--- config.mk ---
export PLATFORM = sky130hd
export DESIGN_NAME = hegd_fifo
export DESIGN_NICKNAME = d
export VERILOG_FILES = /design/src/hegd_pkg.sv /design/src/hegd_fifo.sv
export SDC_FILE = /design/constraint.sdc
export NUM_CORES = 1
export LEC_CHECK = 0
export ABC_CLOCK_PERIOD_IN_PS = 12060
export BUFFER_PORTS_ARGS = -buffer_cell sky130_fd_sc_hd__buf_2
export CAP_MARGIN = 20
export CORE_ASPECT_RATIO = 1.75
export CORE_MARGIN = 5
export CORE_UTILIZATION = 45
export CTS_BUF_LIST = sky130_fd_sc_hd__clkbuf_2
export DETAILED_ROUTE_END_ITERATION = 16
export PLACE_DENSITY = 0.69
export SYNTH_ARGS = -nofsm -noshare
export SYNTH_HDL_FRONTEND = slang
export SYNTH_SLANG_ARGS = --single-unit
--- constraint.sdc ---
create_clock -name clk -period 12.06 [get_ports clk]
set_clock_uncertainty 0.05 [all_clocks]
set_input_delay 1.809 -clock clk [delete_from_list [all_inputs] [get_ports clk]]
set_output_delay 1.809 -clock clk [all_outputs]
set_load 0.01 [all_outputs]
--- src/hegd_pkg.sv ---
`timescale 1ns / 1ps
package hegd_pkg;

    localparam int NODES = 8;
    localparam int NODE_W = $clog2(NODES);
    localparam int DEFAULT_FRAC_BITS = 16;
    localparam int DEFAULT_QUEUE_DEPTH = 2;

    localparam int PADDR_W = 3;
    localparam logic REG_DET_ONLY = 1'b0;

    typedef struct packed {
        logic signed [31:0] coord_x;
        logic signed [31:0] coord_y;
        logic signed [31:0] coord_z;
        logic signed [31:0] deriv_xi;
        logic signed [31:0] deriv_eta;
        logic signed [31:0] deriv_zeta;
        logic signed [31:0] shape_in;
        logic               final_node;
    } hegd_in_t;

    typedef struct packed {
        logic [2:0]         node_number;
        logic signed [31:0] grad_x;
        logic signed [31:0] grad_y;
        logic signed [31:0] grad_z;
        logic signed [31:0] shape_out;
        logic signed [63:0] determinant;
        logic               inverted;
        logic               run_end;
    } hegd_out_t;

    typedef struct packed {
        logic [NODE_W-1:0] slot;
        hegd_in_t          data;
    } hegd_node_t;

    localparam logic [1:0] STEP_ROW [9] = '{2'd0, 2'd0, 2'd0, 2'd1, 2'd1, 2'd1, 2'd2, 2'd2, 2'd2};
    localparam logic [1:0] STEP_COL [9] = '{2'd0, 2'd1, 2'd2, 2'd0, 2'd1, 2'd2, 2'd0, 2'd1, 2'd2};
    localparam logic [3:0] TRANSPOSE_IDX [9] =
        '{4'd0, 4'd3, 4'd6, 4'd1, 4'd4, 4'd7, 4'd2, 4'd5, 4'd8};

    // Cofactor i is narrow(J[A1]*J[B1] - J[A2]*J[B2]).
    localparam logic [3:0] COF_A1 [9] = '{4'd4, 4'd7, 4'd1, 4'd6, 4'd0, 4'd3, 4'd3, 4'd6, 4'd0};
    localparam logic [3:0] COF_B1 [9] = '{4'd8, 4'd2, 4'd5, 4'd5, 4'd8, 4'd2, 4'd7, 4'd1, 4'd4};
    localparam logic [3:0] COF_A2 [9] = '{4'd7, 4'd1, 4'd4, 4'd3, 4'd6, 4'd0, 4'd6, 4'd0, 4'd3};
    localparam logic [3:0] COF_B2 [9] = '{4'd5, 4'd8, 4'd2, 4'd8, 4'd2, 4'd5, 4'd4, 4'd7, 4'd1};

endpackage

--- src/hegd_fifo.sv ---
`timescale 1ns / 1ps
module hegd_fifo
    import hegd_pkg::*;
#(
    parameter int QUEUE_DEPTH = DEFAULT_QUEUE_DEPTH
)
(
    input  logic       clk,
    input  logic       rst_n,
    input  logic       push,
    input  hegd_node_t push_word,
    output logic       full,
    input  logic       pop,
    output hegd_node_t head,
    output logic       empty
);
    localparam int PTR_W = (QUEUE_DEPTH > 1) ? $clog2(QUEUE_DEPTH) : 1;
    localparam int CNT_W = $clog2(QUEUE_DEPTH + 1);

    hegd_node_t        entry_reg [QUEUE_DEPTH];
    logic [PTR_W-1:0]  wr_ptr_reg;
    logic [PTR_W-1:0]  rd_ptr_reg;
    logic [CNT_W-1:0]  count_reg;
    logic              do_push;
    logic              do_pop;

    assign full    = (count_reg == CNT_W'(QUEUE_DEPTH));
    assign empty   = (count_reg == '0);
    assign head    = entry_reg[rd_ptr_reg];
    assign do_push = push && !full;
    assign do_pop  = pop && !empty;

    function automatic logic [PTR_W-1:0] bump(input logic [PTR_W-1:0] p);
        if (p == PTR_W'(QUEUE_DEPTH - 1))
        begin
            return '0;
        end
        return p + 1'b1;
    endfunction

    always_ff @(posedge clk or negedge rst_n)
    begin
        if (!rst_n)
        begin
            wr_ptr_reg <= '0;
            rd_ptr_reg <= '0;
            count_reg  <= '0;
        end
        else
        begin
            if (do_push)
            begin
                wr_ptr_reg <= bump(wr_ptr_reg);
            end
            if (do_pop)
            begin
                rd_ptr_reg <= bump(rd_ptr_reg);
            end
            if (do_push && !do_pop)
            begin
                count_reg <= count_reg + 1'b1;
            end
            else if (do_pop && !do_push)
            begin
                count_reg <= count_reg - 1'b1;
            end
        end
    end

    always_ff @(posedge clk)
    begin
        if (do_push)
        begin
            entry_reg[wr_ptr_reg] <= push_word;
        end
    end

endmodule

==> Implementation_results.wiki <==
{| class="wikitable"
! Metric !! Value
|-
| Outcome || completed
|-
| Vias in the first global route || 9,583
|-
| Total CTS buffers || 98
|-
| Post-Route WL || 37,100 µm
|-
| Final worst-path setup slack || 6.49 ns
|-
| Initial detailed-routing violation count || 374
|-
| Startpoint of the lowest-slack hold path || count_reg[1]$_DFFE_PN0P_
|-
| Worst Hold Path EP || count_reg[1]$_DFFE_PN0P_
|-
| Power density over the cells || 230 nW/µm²
|-
| Register bit count reported by yosys || 460
|-
| Number of antenna violations at the first check in global routing || 10
|-
| Critical path peak fanout || 76
|-
| Slew margin rel. || 25.7%
|-
| DP HPWL || 25,700 µm
|-
| Pin count of the biggest net entering global routing || 82
|-
| Critical Path Sink Type || output port
|-
| R2r worst-path depth || 4
|-
| Area of the core region || 36,800 µm²
|-
| Worst-case setup slack after placement || 7.30 ns
|-
| Global-route wire length before repair || 53,800 µm
|-
| Count of warnings emitted by yosys || 0
|-
| Total via count after detailed routing || 8,889
|-
| Total of max-cap violations || 0
|-
| Transition at the pin with the smallest max-transition slack || 1.11 ns
|-
| Port Buffer Count || 461
|-
| Path category of the worst min-delay check || reg -> reg
|-
| Endpoint of the worst-slack reg-to-reg timing path || entry_reg[1][183]$_DFFE_PP_
|-
| Flop2flop setup slack || 8.61 ns
|-
| Area delta synth->final || 22.1%
|-
| Layout Cells excl Fill || 1,831
|-
| Drt drc || 0
|-
| Number of instances in the synthesized netlist || 728
|-
| Peak supply drop || 0.270 mV
|-
| Arr. time, crit path || 3.71 ns
|-
| Cells resized by post-CTS repair || 0
|-
| CTS Root Buffer Type || clkbuf_2
|-
| Total clock sinks || 460
|-
| Path type of the worst setup path || reg -> out
|-
| FF-to-FF Start || count_reg[0]$_DFFE_PN0P_
|-
| Average detailed-routed wire length per instance || 20.3 µm
|-
| Die ar. || 41,300 µm²
|-
| Clock-pin slew of the registers on the worst-case setup and hold paths || 0.10 ns
|-
| Initial Util || 45.5%
|-
| Post-synthesis area per instance || 23.0 µm²
|-
| Maximum count of clock buffers along a single path || 3
|-
| Die width || 156 µm
|-
| Total Negative Setup Slacks || 0 ns
|-
| All-layer global routing usage || 17.4%
|-
| Post-layout min period || 5.57 ns
|-
| Final hold violation count || 0
|-
| Total leakage power || 7.79 nW
|-
| Number of placed instances with taps included || 1,648
|-
| Portion of the post-synthesis area used by sequential elements || 82.5%
|-
| Weighted congestion at the end of routability-driven global placement || 0.789
|-
| Antenna Violating Nets Remaining || 0
|-
| Row cnt || 93
|-
| Number of flip-flops in the largest register || 456
|-
| Clock latency of the later-clocked register in the worst-skew pair || 0.89 ns
|-
| First-pass iteration count of the detailed router || 4
|-
| Area after DPL || 19,400 µm²
|-
| Post-CTS Setup Inserts || 0
|-
| Ratio of cells with drive above 1 in the final layout || 63.3%
|-
| Mapped Nets || 961
|-
| H-tree Lvls || 3
|-
| Syn Std Cell Area || 16,700 µm²
|-
| Final-report setup violation count || 0
|-
| Critical path data required time || 10.20 ns
|-
| Worst Hold Depth || 1
|-
| Unique masters post-synth || 15
|-
| DIE HEIGHT || 265 µm
|-
| CTS tree || built
|-
| Number of hold buffers added after CTS || 0
|-
| Sum of overflow across all layers after global routing || 0
|-
| Element type at the critical path start || flip-flop
|-
| Max Slew Vio Count || 0
|-
| Top-Level Pins || 462
|-
| Unrepaired setup endpoints after global routing || false
|-
| Via-per-instance ratio || 4.85
|-
| Number of nets at the end of the flow || 1,507
|-
| Post-route clock period utilization || 46.2%
|-
| Total Power || 4.70 mW
|-
| Final Instance Area || 20,400 µm²
|-
| Top achievable clock speed || 180 MHz
|}
critical path, cell delays in order (launching register included):
cell	delay, ns
dfrtp_4	0.46
buf_4	0.72
buf_4	0.91
mux2_2	0.43
buf_2	0.15
synthesized netlist by cell type:
| cell type | count | area [µm²] |
|---|---|---|
| xor2_1 | 2 | 17.5 |
| o21ai_0 | 1 | 5.00 |
| dfrtp_1 | 4 | 100 |
| buf_4 | 1 | 7.51 |
| buf_2 | 1 | 5.00 |
| inv_1 | 2 | 7.51 |
| mux2_2 | 228 | 2570 |
| buf_6 | 23 | 259 |
| ha_1 | 1 | 12.5 |
| nand2_1 | 1 | 3.75 |
| and3_1 | 1 | 6.26 |
| nor2_1 | 3 | 11.3 |
| nand2b_1 | 1 | 6.26 |
| edfxtp_1 | 456 | 13700 |
| xnor2_1 | 3 | 26.3 |
final cells by class:
type	instances	area, µm²
fill	2933	16300
sequential	460	13800
multi-input combinational	241	2670
timing repair buffer	471	2400
clock buffer	136	681
tap	475	594
clock inverter	35	253
antenna	11	27.5
inverter	2	7.51
cell usage in the layout, fill, tap and decap left out, types with 2 or more instances in the layout:
master and count:
buf_2 461, edfxtp_1 456, mux2_2 228, clkbuf_2 136, clkinv_1 22, diode_2 11, buf_4 9, clkinv_2 7
bufinv_16 4, xnor2_1 3, dfrtp_1 3, inv_1 2, nor2_1 2, xor2_1 2, clkinvlp_4 2
worst max path at each step:
| stage | start | endpoint | slack, ns | cells after the start |
|---|---|---|---|---|
| global placement | push | entry_reg[1][144]$_DFFE_PP_ | 7.28 | 4 |
| global route | rd_ptr_reg$_DFFE_PN0P_ | head[141] | 6.20 | 4 |
| CTS | rd_ptr_reg$_DFFE_PN0P_ | head[121] | 6.30 | 4 |
| detailed placement | push | entry_reg[1][9]$_DFFE_PP_ | 7.30 | 4 |
| floorplan | push | entry_reg[0][0]$_DFFE_PP_ | 3.71 | 2 |
| finish | rd_ptr_reg$_DFFE_PN0P_ | head[166] | 6.49 | 4 |
where the power goes:
group | total, mW | switching (mW) | internal [mW]
Combinational | 1.50 | 0.857 | 0.647
Sequential | 2.26 | 0.0747 | 2.18
Clock | 0.942 | 0.551 | 0.391
Total | 4.70 | 1.48 | 3.22
kinds of logic after synthesis:
| family | share of synthesized area [%] |
|---|---|
| AO/OA/AOI/OAI | 0.0299 |
| XOR/XNOR | 0.262 |
| adder cells (fa/ha/maj) | 0.0748 |
| buffers and inverters | 1.67 |
| flip-flops | 82.5 |
| multiplexers | 15.3 |
| AND/OR/NAND/NOR | 0.165 |
stage by stage:
step,hold WS [ns],utilization [%]
2_1_floorplan,0.429,-
3_3_place_gp,0.449,52.9
3_5_place_dp,0.473,52.9
4_1_cts,0.475,55.4
5_1_grt,0.503,55.5
6_report,0.482,55.6
routing by layer:
layer	part of all wire, %	vias to the layer above	track usage (%)
met1	33	4326	17.8
met5	0.032	-	0
met2	54	383	30.9
met3	7.4	94	5.23
met4	4.8	2	10.3
li1	-	4084	-
Note: power is estimated with default switching activity, not from simulation.
