**config.mk**
```make
export PLATFORM = sky130hd
export DESIGN_NAME = hegd_front
export DESIGN_NICKNAME = d
export VERILOG_FILES = /design/src/hegd_pkg.sv /design/src/hegd_front.sv
export SDC_FILE = /design/constraint.sdc
export NUM_CORES = 1
export LEC_CHECK = 0
export ABC_AREA = 0
export BUFFER_PORTS_ARGS = -buffer_cell sky130_fd_sc_hd__buf_2
export CAP_MARGIN = 10
export CORE_AREA = 3 3 177 179
export CTS_BUF_LIST = sky130_fd_sc_hd__clkbuf_8
export DETAILED_ROUTE_END_ITERATION = 16
export DIE_AREA = 0 0 180 182
export PLACE_DENSITY_LB_ADDON = 0.25
export SLEW_MARGIN = 20
export SYNTH_ARGS = -nofsm -noshare
export SYNTH_HDL_FRONTEND = slang
export SYNTH_SLANG_ARGS = --single-unit
```
**constraint.sdc**
```tcl
create_clock -name clk -period 1.25 [get_ports clk]
set_clock_uncertainty 0.05 [all_clocks]
set_input_delay 0.0625 -clock clk [delete_from_list [all_inputs] [get_ports clk]]
set_output_delay 0.0625 -clock clk [all_outputs]
set_load 0.03 [all_outputs]
```
**src/hegd_pkg.sv**
```systemverilog
`timescale 1ns / 1ps
package hegd_pkg;

    localparam int NODES = 8;
    localparam int NODE_W = $clog2(NODES);
    localparam int DEFAULT_FRAC_BITS = 16;
    localparam int DEFAULT_QUEUE_DEPTH = 2;

    localparam int PADDR_W = 3;
    localparam logic REG_DET_ONLY = 1'b0;

    typedef struct packed {
        logic signed [31:0] coord_x;
        logic signed [31:0] coord_y;
        logic signed [31:0] coord_z;
        logic signed [31:0] deriv_xi;
        logic signed [31:0] deriv_eta;
        logic signed [31:0] deriv_zeta;
        logic signed [31:0] shape_in;
        logic               final_node;
    } hegd_in_t;

    typedef struct packed {
        logic [2:0]         node_number;
        logic signed [31:0] grad_x;
        logic signed [31:0] grad_y;
        logic signed [31:0] grad_z;
        logic signed [31:0] shape_out;
        logic signed [63:0] determinant;
        logic               inverted;
        logic               run_end;
    } hegd_out_t;

    typedef struct packed {
        logic [NODE_W-1:0] slot;
        hegd_in_t          data;
    } hegd_node_t;

    localparam logic [1:0] STEP_ROW [9] = '{2'd0, 2'd0, 2'd0, 2'd1, 2'd1, 2'd1, 2'd2, 2'd2, 2'd2};
    localparam logic [1:0] STEP_COL [9] = '{2'd0, 2'd1, 2'd2, 2'd0, 2'd1, 2'd2, 2'd0, 2'd1, 2'd2};
    localparam logic [3:0] TRANSPOSE_IDX [9] =
        '{4'd0, 4'd3, 4'd6, 4'd1, 4'd4, 4'd7, 4'd2, 4'd5, 4'd8};

    // Cofactor i is narrow(J[A1]*J[B1] - J[A2]*J[B2]).
    localparam logic [3:0] COF_A1 [9] = '{4'd4, 4'd7, 4'd1, 4'd6, 4'd0, 4'd3, 4'd3, 4'd6, 4'd0};
    localparam logic [3:0] COF_B1 [9] = '{4'd8, 4'd2, 4'd5, 4'd5, 4'd8, 4'd2, 4'd7, 4'd1, 4'd4};
    localparam logic [3:0] COF_A2 [9] = '{4'd7, 4'd1, 4'd4, 4'd3, 4'd6, 4'd0, 4'd6, 4'd0, 4'd3};
    localparam logic [3:0] COF_B2 [9] = '{4'd5, 4'd8, 4'd2, 4'd8, 4'd2, 4'd5, 4'd4, 4'd7, 4'd1};

endpackage

```
**src/hegd_front.sv**
```systemverilog
`timescale 1ns / 1ps
module hegd_front
    import hegd_pkg::*;
(
    input  logic       clk,
    input  logic       rst_n,
    input  logic       in_valid,
    output logic       in_stall,
    input  hegd_in_t   in_data,
    output logic       push,
    output hegd_node_t push_word,
    input  logic       full
);
    logic [NODE_W-1:0] slot_reg;
    logic [NODE_W-1:0] slot_next;

    assign in_stall       = full;
    assign push           = in_valid && !full;
    assign push_word.slot = slot_reg;
    assign push_word.data = in_data;

    // The slot wraps after the last node; a final word starts a new run at slot zero.
    always_comb
    begin
        slot_next = slot_reg;
        if (push)
        begin
            if (in_data.final_node)
            begin
                slot_next = '0;
            end
            else
            begin
                slot_next = slot_reg + 1'b1;
            end
        end
    end

    always_ff @(posedge clk or negedge rst_n)
    begin
        if (!rst_n)
        begin
            slot_reg <= '0;
        end
        else
        begin
            slot_reg <= slot_next;
        end
    end

endmodule

```
==> metrics, run 1 <==
drt drc 0; syn_nets 471; number of max-cap violations 0; Synth top area share 91.1%; Max Slew Vio Count 0; CTS tree built; Post-Synthesis Cell Area 1860 sq um; worst vdd ir 0.000566 V; Final Hold Violating Endpoints 0; vias in the first global route 656; post-route ant nets 0; Power, Total 0.513 mW; Post-Synth Simple-Gate Area 1.75%; Compound-Gate Fraction of Synth Area 2.08%; Hold Crit Depth 2; clk sinks 3; Post-synth EDFFs 0; DIE AREA 32800 sq um; Worst Setup End Kind flop; Hold Worst Slack 0.0617 ns; CP arrival 1.09 ns; Synth Area in XOR/XNOR 0%; startpoint types flop; Mean Syn Cell Area 7.73 sq um; placed instance area 704 sq um; Max FO, Critical Path 4; Max-slew headroom 85.6%; type of the tightest min-delay check input pin to flop; GRT Total Usage 2.88%; pwr dens 676 nW/um^2; f_max 983 MHz; status finished, final reports clean; count of cell types in the netlist 13; port bufs 10; DR vias 547; initial antenna violation count 0; Worst EP required 1.32 ns; wire per inst 12.6 um; leakage 0.164 nW; setup ws final 0.232 ns; mux share of post-synthesis cell area 0%; commonest cells in the netlist 226 x buf_4, 3 x dfrtp_1, 2 x inv_1; Post-Route Utilization 2.56%; postcts setup bufs 0; Place WS 0.224 ns; TritonRoute pass-1 iters 2; post-route cell area 759 sq um; Main synth FF type dfrtp_1; final setup TNS 0 ns; main combinational cell family by area after synthesis buffers and inverters; grt total ovfl 0; yosys warns 0; die height 182 um; R2R cell count 3; Synth area leaders buf_4 91%, dfrtp_1 4.0%, o41ai_2 0.87%, nand2b_4 0.74%, ha_1 0.67%; fin crit period 1.02 ns; CTS HTree Levels 1; Mapped Cells 241; dpl cells 415; WL final 5280 um; share of cells above drive strength 1 56.7%; Top Ports 459; # diodes 0; period utilization 81.4%; initial drt markers 11; max FFs per register 3; Non-Filler Instances 420; worst-skew pair later-pin latency 0.22 ns; Starting Density 6.27%; Worst Path Class, Setup flop to flop; post-synthesis adder-cell area fraction 0.672%; Die W 180 um; CTS buffer count 3; # rows 63; flops & latches, synth 3; # setup viols final 0; largest net degree at the start of global routing 8; top-count cell post-synth buf_4; cell taking the most area after synthesis buf_4; Seq/Total Area, Yosys 4.03%; first-pass GRT wire length 6050 um; nets 261; Root Driver clkbuf_8; Layout area overhead -59.2%; CORE AREA 29700 sq um; via/cell ratio 1.30; Clk pin slew, worst setup/hold paths 0.03 ns; Post-synth ARST share 100%; CTS max path bufs 2; RSZ-0062 raised after global routing false; GPL Wtd Cong 0.536; Worst-Margin Slew 0.214 ns
critical path: stages (launching register included):
cell	delay (ns)
dfrtp_1	0.38
ha_1	0.19
inv_1	0.05
o41ai_2	0.25
area by class of cell:
class                   count  area [sq um]
fillers                  3529         29000
clock inverters             1          3.75
repair buffers             11          60.1
flip-flops and latches      3          75.1
clock buffers               3          41.3
well taps                 390           488
inverters                   2          7.51
multi-input cells          10          83.8
layer usage:
| layer | GRT usage (%) | vias to the layer above | wire (um) |
|---|---|---|---|
| met5 | 0 | - | 0 |
| met4 | 5.82 | 0 | 972 |
| met3 | 3.00 | 116 | 1430 |
| met2 | 4.42 | 210 | 2380 |
| met1 | 0.673 | 141 | 490 |
| li1 | - | 80 | - |
timing repair:
action,CTS,global route
endpoints found under the hold margin,3,0
hold buffers,1,0
resized for setup,0,0
final timing paths:
kind | start | endpoint | slack [ns]
min in group asynchronous | rst_n | slot_reg[2] | 0.12
min reg2reg | slot_reg[2] | slot_reg[2] | 0.47
max reg2reg | slot_reg[0] | slot_reg[2] | 0.23
min | in_data[0] | slot_reg[2] | 0.06
max in group asynchronous | rst_n | slot_reg[0] | 0.92
max | slot_reg[0] | slot_reg[2] | 0.23
report_power, final:
part	total [mW]	switching [mW]	internal (mW)
logic	0.109	0.0704	0.0387
registers	0.125	0.0135	0.112
clock network	0.279	0.0693	0.210
total	0.513	0.153	0.360
cell families after synthesis:
| group | count (synthesis) |
|---|---|
| simple gates | 5 |
| compound gates | 4 |
| buf+inv | 228 |
| flops | 3 |
| fa+ha+maj | 1 |
cell usage in the layout, fill, tap and decap left out, drive strengths merged:
master	count
nand2	1
inv	3
nand2b	2
dlygate4sd3	1
dfrtp	3
buf	10
o21ai	2
clkbuf	3
nor2	1
o41ai	1
a21o	1
ha	1
nor3	1
No activity file was read; power rests on OpenSTA's default activity.
==> inputs of run 2 (changes only) <==
- clock period: 1.25 -> 1 ns (I/O delays scaled with it)
==> run 2 against run 1 <==
  * First-iteration DRC count rose by 64%
  * Combinational power rose by 33%
  * Worst setup slack got worse by 0.20 ns
  * Critical path depth did not move
  * Sequential power rose by 31%
  * Core utilization rose by 0.051 points
  * Register-to-register slack got worse by 0.20 ns
  * Largest cell class unchanged
  * Highest routed layer is now met5
==> metrics, run 2 (synthesis gave the netlist of run 1 again) <==
status finished, final reports clean; CP arrival 1.05 ns (-0.04 ns); WP buf/inv 0 (-1); post-cts resize count 0 (unchanged); startpoint types flop; Final Hold Violating Endpoints 0 (unchanged); die height 182 um (unchanged); clk sinks 3 (unchanged); CTS max path bufs 2 (unchanged); Power, Total 0.644 mW (+25%); M3 GR Usage 4.99% (+2.0 points); Starting Density 6.27% (unchanged); worst-skew pair later-pin latency 0.21 ns (about the same); Max Slew Vio Count 0 (unchanged); met2 Resource Use GR 3.80% (-0.62 points); Worst Setup End Kind flop; fin crit period 0.964 ns (-0.0534 ns); Comb pwr share 22.6% (+1.3 points); Layout area overhead -58.4%; Reg power frac 25.5% (+1.1 points); final setup TNS 0 ns (unchanged); CP top delay family flip-flops; Psw 0.186 mW (+21%); worst vdd ir 0.000334 V (-41%); placed instance area 719 sq um (+2.1%); grt total ovfl 0 (unchanged); nets 261 (unchanged); Filler Cell Count 3528 (-0.028%); Worst EP required 1.08 ns (-0.24 ns); number of max-cap violations 0 (unchanged); DR vias 512 (-6.4%); post-route ant nets 0 (unchanged); most common cell after layout, fill and taps aside buf_2; Root Driver clkbuf_8; via/cell ratio 1.22 (-6.4%); period utilization 96.4% (+15 points); Worst-Margin Slew 0.211 ns (-0.00212 ns); GRT Total Usage 3.07% (+0.18 points); Die W 180 um (unchanged); dpl cells 415 (unchanged); share of cells above drive strength 1 66.7% (+10 points); initial antenna violation count 1 (+1); wire per inst 13.5 um (+7.6%); postcts setup bufs 0 (unchanged); Max FO, Critical Path 4 (unchanged); CP cell instances ha_4 -> nand2b_1 -> o21ai_1; # rows 63 (unchanged); WL final 5680 um (+7.6%); CTS buffer count 3 (unchanged); FF-to-FF setup slack 0.04 ns (-0.20 ns); Non-Filler Instances 420 (unchanged); GRT busiest layer met3; Top Ports 459 (unchanged); Worst Path Class, Setup flop to flop; CP peak stage delay 0.42 ns (+0.04 ns); GR met1 Demand/Resource 0.914% (+0.24 points); leakage 0.160 nW (-2.6%); pwr dens 831 nW/um^2 (+23%); # setup viols final 0 (unchanged); Max-slew headroom 85.7% (+0.14 points); GPL Wtd Cong 0.552 (+3.0%); Slowest cell on crit path dfrtp_2; RSZ-0062 raised after global routing false; vias in the first global route 609 (-7.2%); type of the tightest min-delay check input pin to output port; TritonRoute pass-1 iters 2 (unchanged); drt drc 0 (unchanged); DIE AREA 32800 sq um (unchanged); commonest non-fill, non-tap cells in the layout 10 x buf_2, 3 x inv_1, 3 x clkbuf_8; CTS tree built; largest net degree at the start of global routing 8 (unchanged); # diodes 0 (unchanged); initial drt markers 18 (+7); CTS HTree Levels 1 (unchanged); port bufs 10 (unchanged); Clk pin slew, worst setup/hold paths 0.03 ns (about the same); Clk network pwr share 51.9% (-2.4 points); CORE AREA 29700 sq um (unchanged); first-pass GRT wire length 6320 um (+4.4%); max FFs per register 3 (unchanged); post-route cell area 774 sq um (+2.0%); Switching Fraction 28.9% (-0.96 points); f_max 1040 MHz (+5.5%); Pint 0.458 mW (+27%)
[run 2: cell count changes in the layout (fill, tap and decap cells not counted)]
| cell | previous run | this run |
|---|---|---|
| dfrtp_1 | 3 | 1 |
| dfrtp_2 | 0 | 2 |
| ha_1 | 1 | 0 |
| ha_4 | 0 | 1 |
| o21ai_0 | 1 | 0 |
| o21ai_1 | 0 | 1 |
[run 2: timing repair]
action / 4_1_cts / 5_1_grt
hold buffers: 1 / 0
endpoints found under the hold margin: 3 / 0
setup endpoints to repair: 0 / 1
[run 2: layout make-up]
type | instances | area (sq um) | area share [%]
clock buffers | 3 | 41.3 | 5.33
clock inverters | 1 | 3.75 | 0.485
inverters | 2 | 7.51 | 0.969
multi-input cells | 10 | 96.3 | 12.4
flip-flops and latches | 3 | 77.6 | 10.0
well taps | 390 | 488 | 63.0
repair buffers | 11 | 60.1 | 7.75
[run 2: stage by stage]
stage / setup WS, ns / hold WS, ns / util [%]
2_1_floorplan: -0.0537 / -0.296 / -
3_3_place_gp: 0.0439 / -0.201 / 2.42
3_5_place_dp: 0.0262 / -0.195 / 2.42
4_1_cts: 0.0212 / 0.0502 / 2.61
5_1_grt: 0.00339 / 0.0500 / 2.61
6_report: 0.0359 / 0.0500 / 2.61
[run 2: worst paths after layout]
kind / from / endpoint / cells past startpoint
max: slot_reg[0] / slot_reg[1] / 3
min: in_data[128] / push_word[128] / 0
max reg2reg: slot_reg[0] / slot_reg[1] / 3
min reg2reg: slot_reg[2] / slot_reg[2] / 1
max in group asynchronous: rst_n / slot_reg[1] / 2
min in group asynchronous: rst_n / slot_reg[2] / 2
[run 2: routing by layer]
layer | routed length (um) | share of wire [%]
met4 | 898 | 16
met3 | 1950 | 34
met5 | 7 | 0.12
met2 | 2230 | 39
met1 | 593 | 10
[run 2: power by group through the flow]
stage / Combinational [mW] / Sequential (mW) / Clock [mW]
6_report: 0.145 / 0.164 / 0.334
5_1_grt: 0.156 / 0.168 / 0.359
4_1_cts: 0.150 / 0.165 / 0.349
3_5_place_dp: 0.147 / 0.167 / 0
3_3_place_gp: 0.143 / 0.165 / 0
2_1_floorplan: 1.74 / 0.202 / 0
==> inputs of run 3 (changes only) <==
- clock period: 1 -> 0.9 ns (I/O delays scaled with it)
==> run 3 against run 2 <==
  * The flow now finishes with violations (setup timing)
  * Total power is 22% higher
  * Combinational power is 59% higher
  * Count of clock-buffer cells in the layout stayed put
  * Sequential share of layout area is 0.59 points lower
  * Critical path depth is 1 lower
  * Sequential power is 12% higher
  * Global-route usage is 0.071 points higher
  * Largest power group unchanged
==> metrics, run 3 (synthesis gave the netlist of run 1 again) <==
status finished, violations left; failing checks setup timing; # diodes 0 (unchanged); grt total ovfl 0 (unchanged); r2r startpoint slot_reg[1]; Die W 180 um (unchanged); period utilization 109%; nets 263 (+0.77%); WP buf/inv 2 (+2); share of cells above drive strength 1 75.0% (+8.3 points); port bufs 10 (unchanged); initial antenna violation count 1 (unchanged); setup ws final -0.0798 ns (-0.116 ns); vias in the first global route 656 (+7.7%); Max Slew Vio Count 0 (unchanged); CTS buffer count 3 (unchanged); number of max-cap violations 0 (unchanged); Hold Worst Slack 0.0400 ns (-0.0100 ns); # rows 63 (unchanged); Worst Path Class, Setup flop to output port; CP arrival 0.88 ns (-0.17 ns); Worst Setup End Kind output port; CORE AREA 29700 sq um (unchanged); type of the tightest min-delay check input pin to output port; Psw 0.224 mW (+21%); Reg power frac 23.3% (-2.2 points); CP cell instances buf_6 -> buf_6; CTS tree built; Starting Density 6.27% (unchanged); f_max 1020 MHz; GRT Total Usage 3.14% (+0.071 points); HP Start in_data[128]; via/cell ratio 1.29 (+5.6%); TritonRoute pass-1 iters 2 (unchanged); first-pass GRT wire length 6470 um (+2.3%); placed instance area 734 sq um (+2.1%); pwr dens 956 nW/um^2 (+15%); max FFs per register 3 (unchanged); initial drt markers 15 (-3); wire per inst 13.6 um (+0.60%); Pint 0.563 mW (+23%); clk sinks 3 (unchanged); post-route ant nets 0 (unchanged); WL final 5740 um (+1.1%); CP top delay family flip-flops; Clk network pwr share 47.3% (-4.6 points); DR vias 543 (+6.1%); Clk pin slew, worst setup/hold paths 0.03 ns (about the same); Layout area overhead -55.8%; Top Ports 459 (unchanged); die height 182 um (unchanged); leakage 0.176 nW (+9.9%); RSZ-0062 raised after global routing true; Max FO, Critical Path 3 (-1); CTS HTree Levels 1 (unchanged); startpoint types flop; # setup viols final 4 (+4); Worst-Margin Slew 0.234 ns (+0.0223 ns); CTS max path bufs 2 (unchanged); fin crit period 0.980 ns; Max-slew headroom 84.2% (-1.5 points); worst-skew pair later-pin latency 0.21 ns (about the same); drt drc 0 (unchanged); DIE AREA 32800 sq um (unchanged); Worst EP required 0.81 ns (-0.27 ns); postcts setup bufs 0 (unchanged); Final Hold Violating Endpoints 0 (unchanged); Root Driver clkbuf_8; most common cell after layout, fill and taps aside buf_2; largest net degree at the start of global routing 8 (unchanged); Slowest cell on crit path dfrtp_2; Comb pwr share 29.4% (+6.8 points); Switching Fraction 28.5% (-0.38 points); post-route cell area 823 sq um (+6.3%); commonest non-fill, non-tap cells in the layout 7 x buf_2, 5 x buf_6, 3 x inv_1, 3 x clkbuf_8, 2 x dfrtp_2; CP peak stage delay 0.42 ns (about the same); GPL Wtd Cong 0.555 (+0.58%); CP most frequent cell buf_6; worst vdd ir 0.000303 V (-9.3%); crit path from slot_reg[0]
run 3: cell count changes in the layout (fill, tap and decap cells not counted), sizes merged:
| cell | previous run | this run |
|---|---|---|
| buf | 10 | 12 |
run 3: layout make-up:
| type | instances | area, sq um |
|---|---|---|
| clock inverter | 1 | 3.75 |
| tap | 390 | 488 |
| sequential | 3 | 77.6 |
| clock buffer | 3 | 41.3 |
| timing repair buffer | 13 | 101 |
| fill | 3513 | 28900 |
| inverter | 2 | 7.51 |
| multi-input combinational | 10 | 104 |
run 3: routing by layer:
| metal | vias to the layer above | wire length (um) | track usage, % | share of wire, % |
|---|---|---|---|---|
| li1 | 87 | - | - | - |
| met1 | 137 | 609 | 0.950 | 11 |
| met2 | 199 | 2290 | 3.92 | 40 |
| met3 | 118 | 1930 | 4.99 | 34 |
| met4 | 2 | 900 | 4.95 | 16 |
| met5 | - | 7 | 0 | 0.12 |
run 3: worst reg2reg max path: cells and delay by family, from the launching register on:
kind | cells | cell delay [ns]
flip-flops | 1 | 0.42
adder cells (fa/ha/maj) | 1 | 0.26
AO/OA/AOI/OAI | 1 | 0.12
AND/OR/NAND/NOR | 1 | 0.04
run 3: final timing paths:
path | cells after the start | to | slack (ns)
min in group asynchronous | 2 | slot_reg[2] | 0.11
max | 2 | push_word[225] | -0.08
max reg2reg | 3 | slot_reg[1] | -0.07
min | 0 | push_word[128] | 0.04
max in group asynchronous | 2 | slot_reg[0] | 0.57
min reg2reg | 1 | slot_reg[2] | 0.50
run 3: power by group through the flow:
stage | logic, mW | registers [mW] | clock network [mW]
after floorplan | 1.94 | 0.224 | 0
after global placement | 0.185 | 0.179 | 0
after detailed placement | 0.196 | 0.182 | 0
after CTS | 0.238 | 0.184 | 0.390
after global routing | 0.248 | 0.186 | 0.415
final | 0.231 | 0.184 | 0.372
run 3: through the flow:
| stage | cells | util, % | power (mW) | setup TNS (ns) | worst slack [ns] |
|---|---|---|---|---|---|
| after floorplan | 241 | - | 2.16 | -0.282 | -0.154 |
| after CTS | 422 | 2.77 | 0.812 | -0.320 | -0.0872 |
| final | 422 | 2.77 | 0.787 | -0.275 | -0.0798 |
| after detailed placement | 417 | 2.47 | 0.377 | -0.212 | -0.0938 |
| after global routing | 422 | 2.77 | 0.848 | -0.406 | -0.108 |
| after global placement | 417 | 2.47 | 0.364 | -0.0944 | -0.0487 |
run 3: timing repair:
| item | 4_1_cts | 5_1_grt |
|---|---|---|
| hold buffers | 1 | 0 |
| pin swaps | 2 | 0 |
| resized for setup | 10 | 0 |
| setup endpoints to repair | 6 | 5 |
| hold endpoints to repair | 3 | 0 |
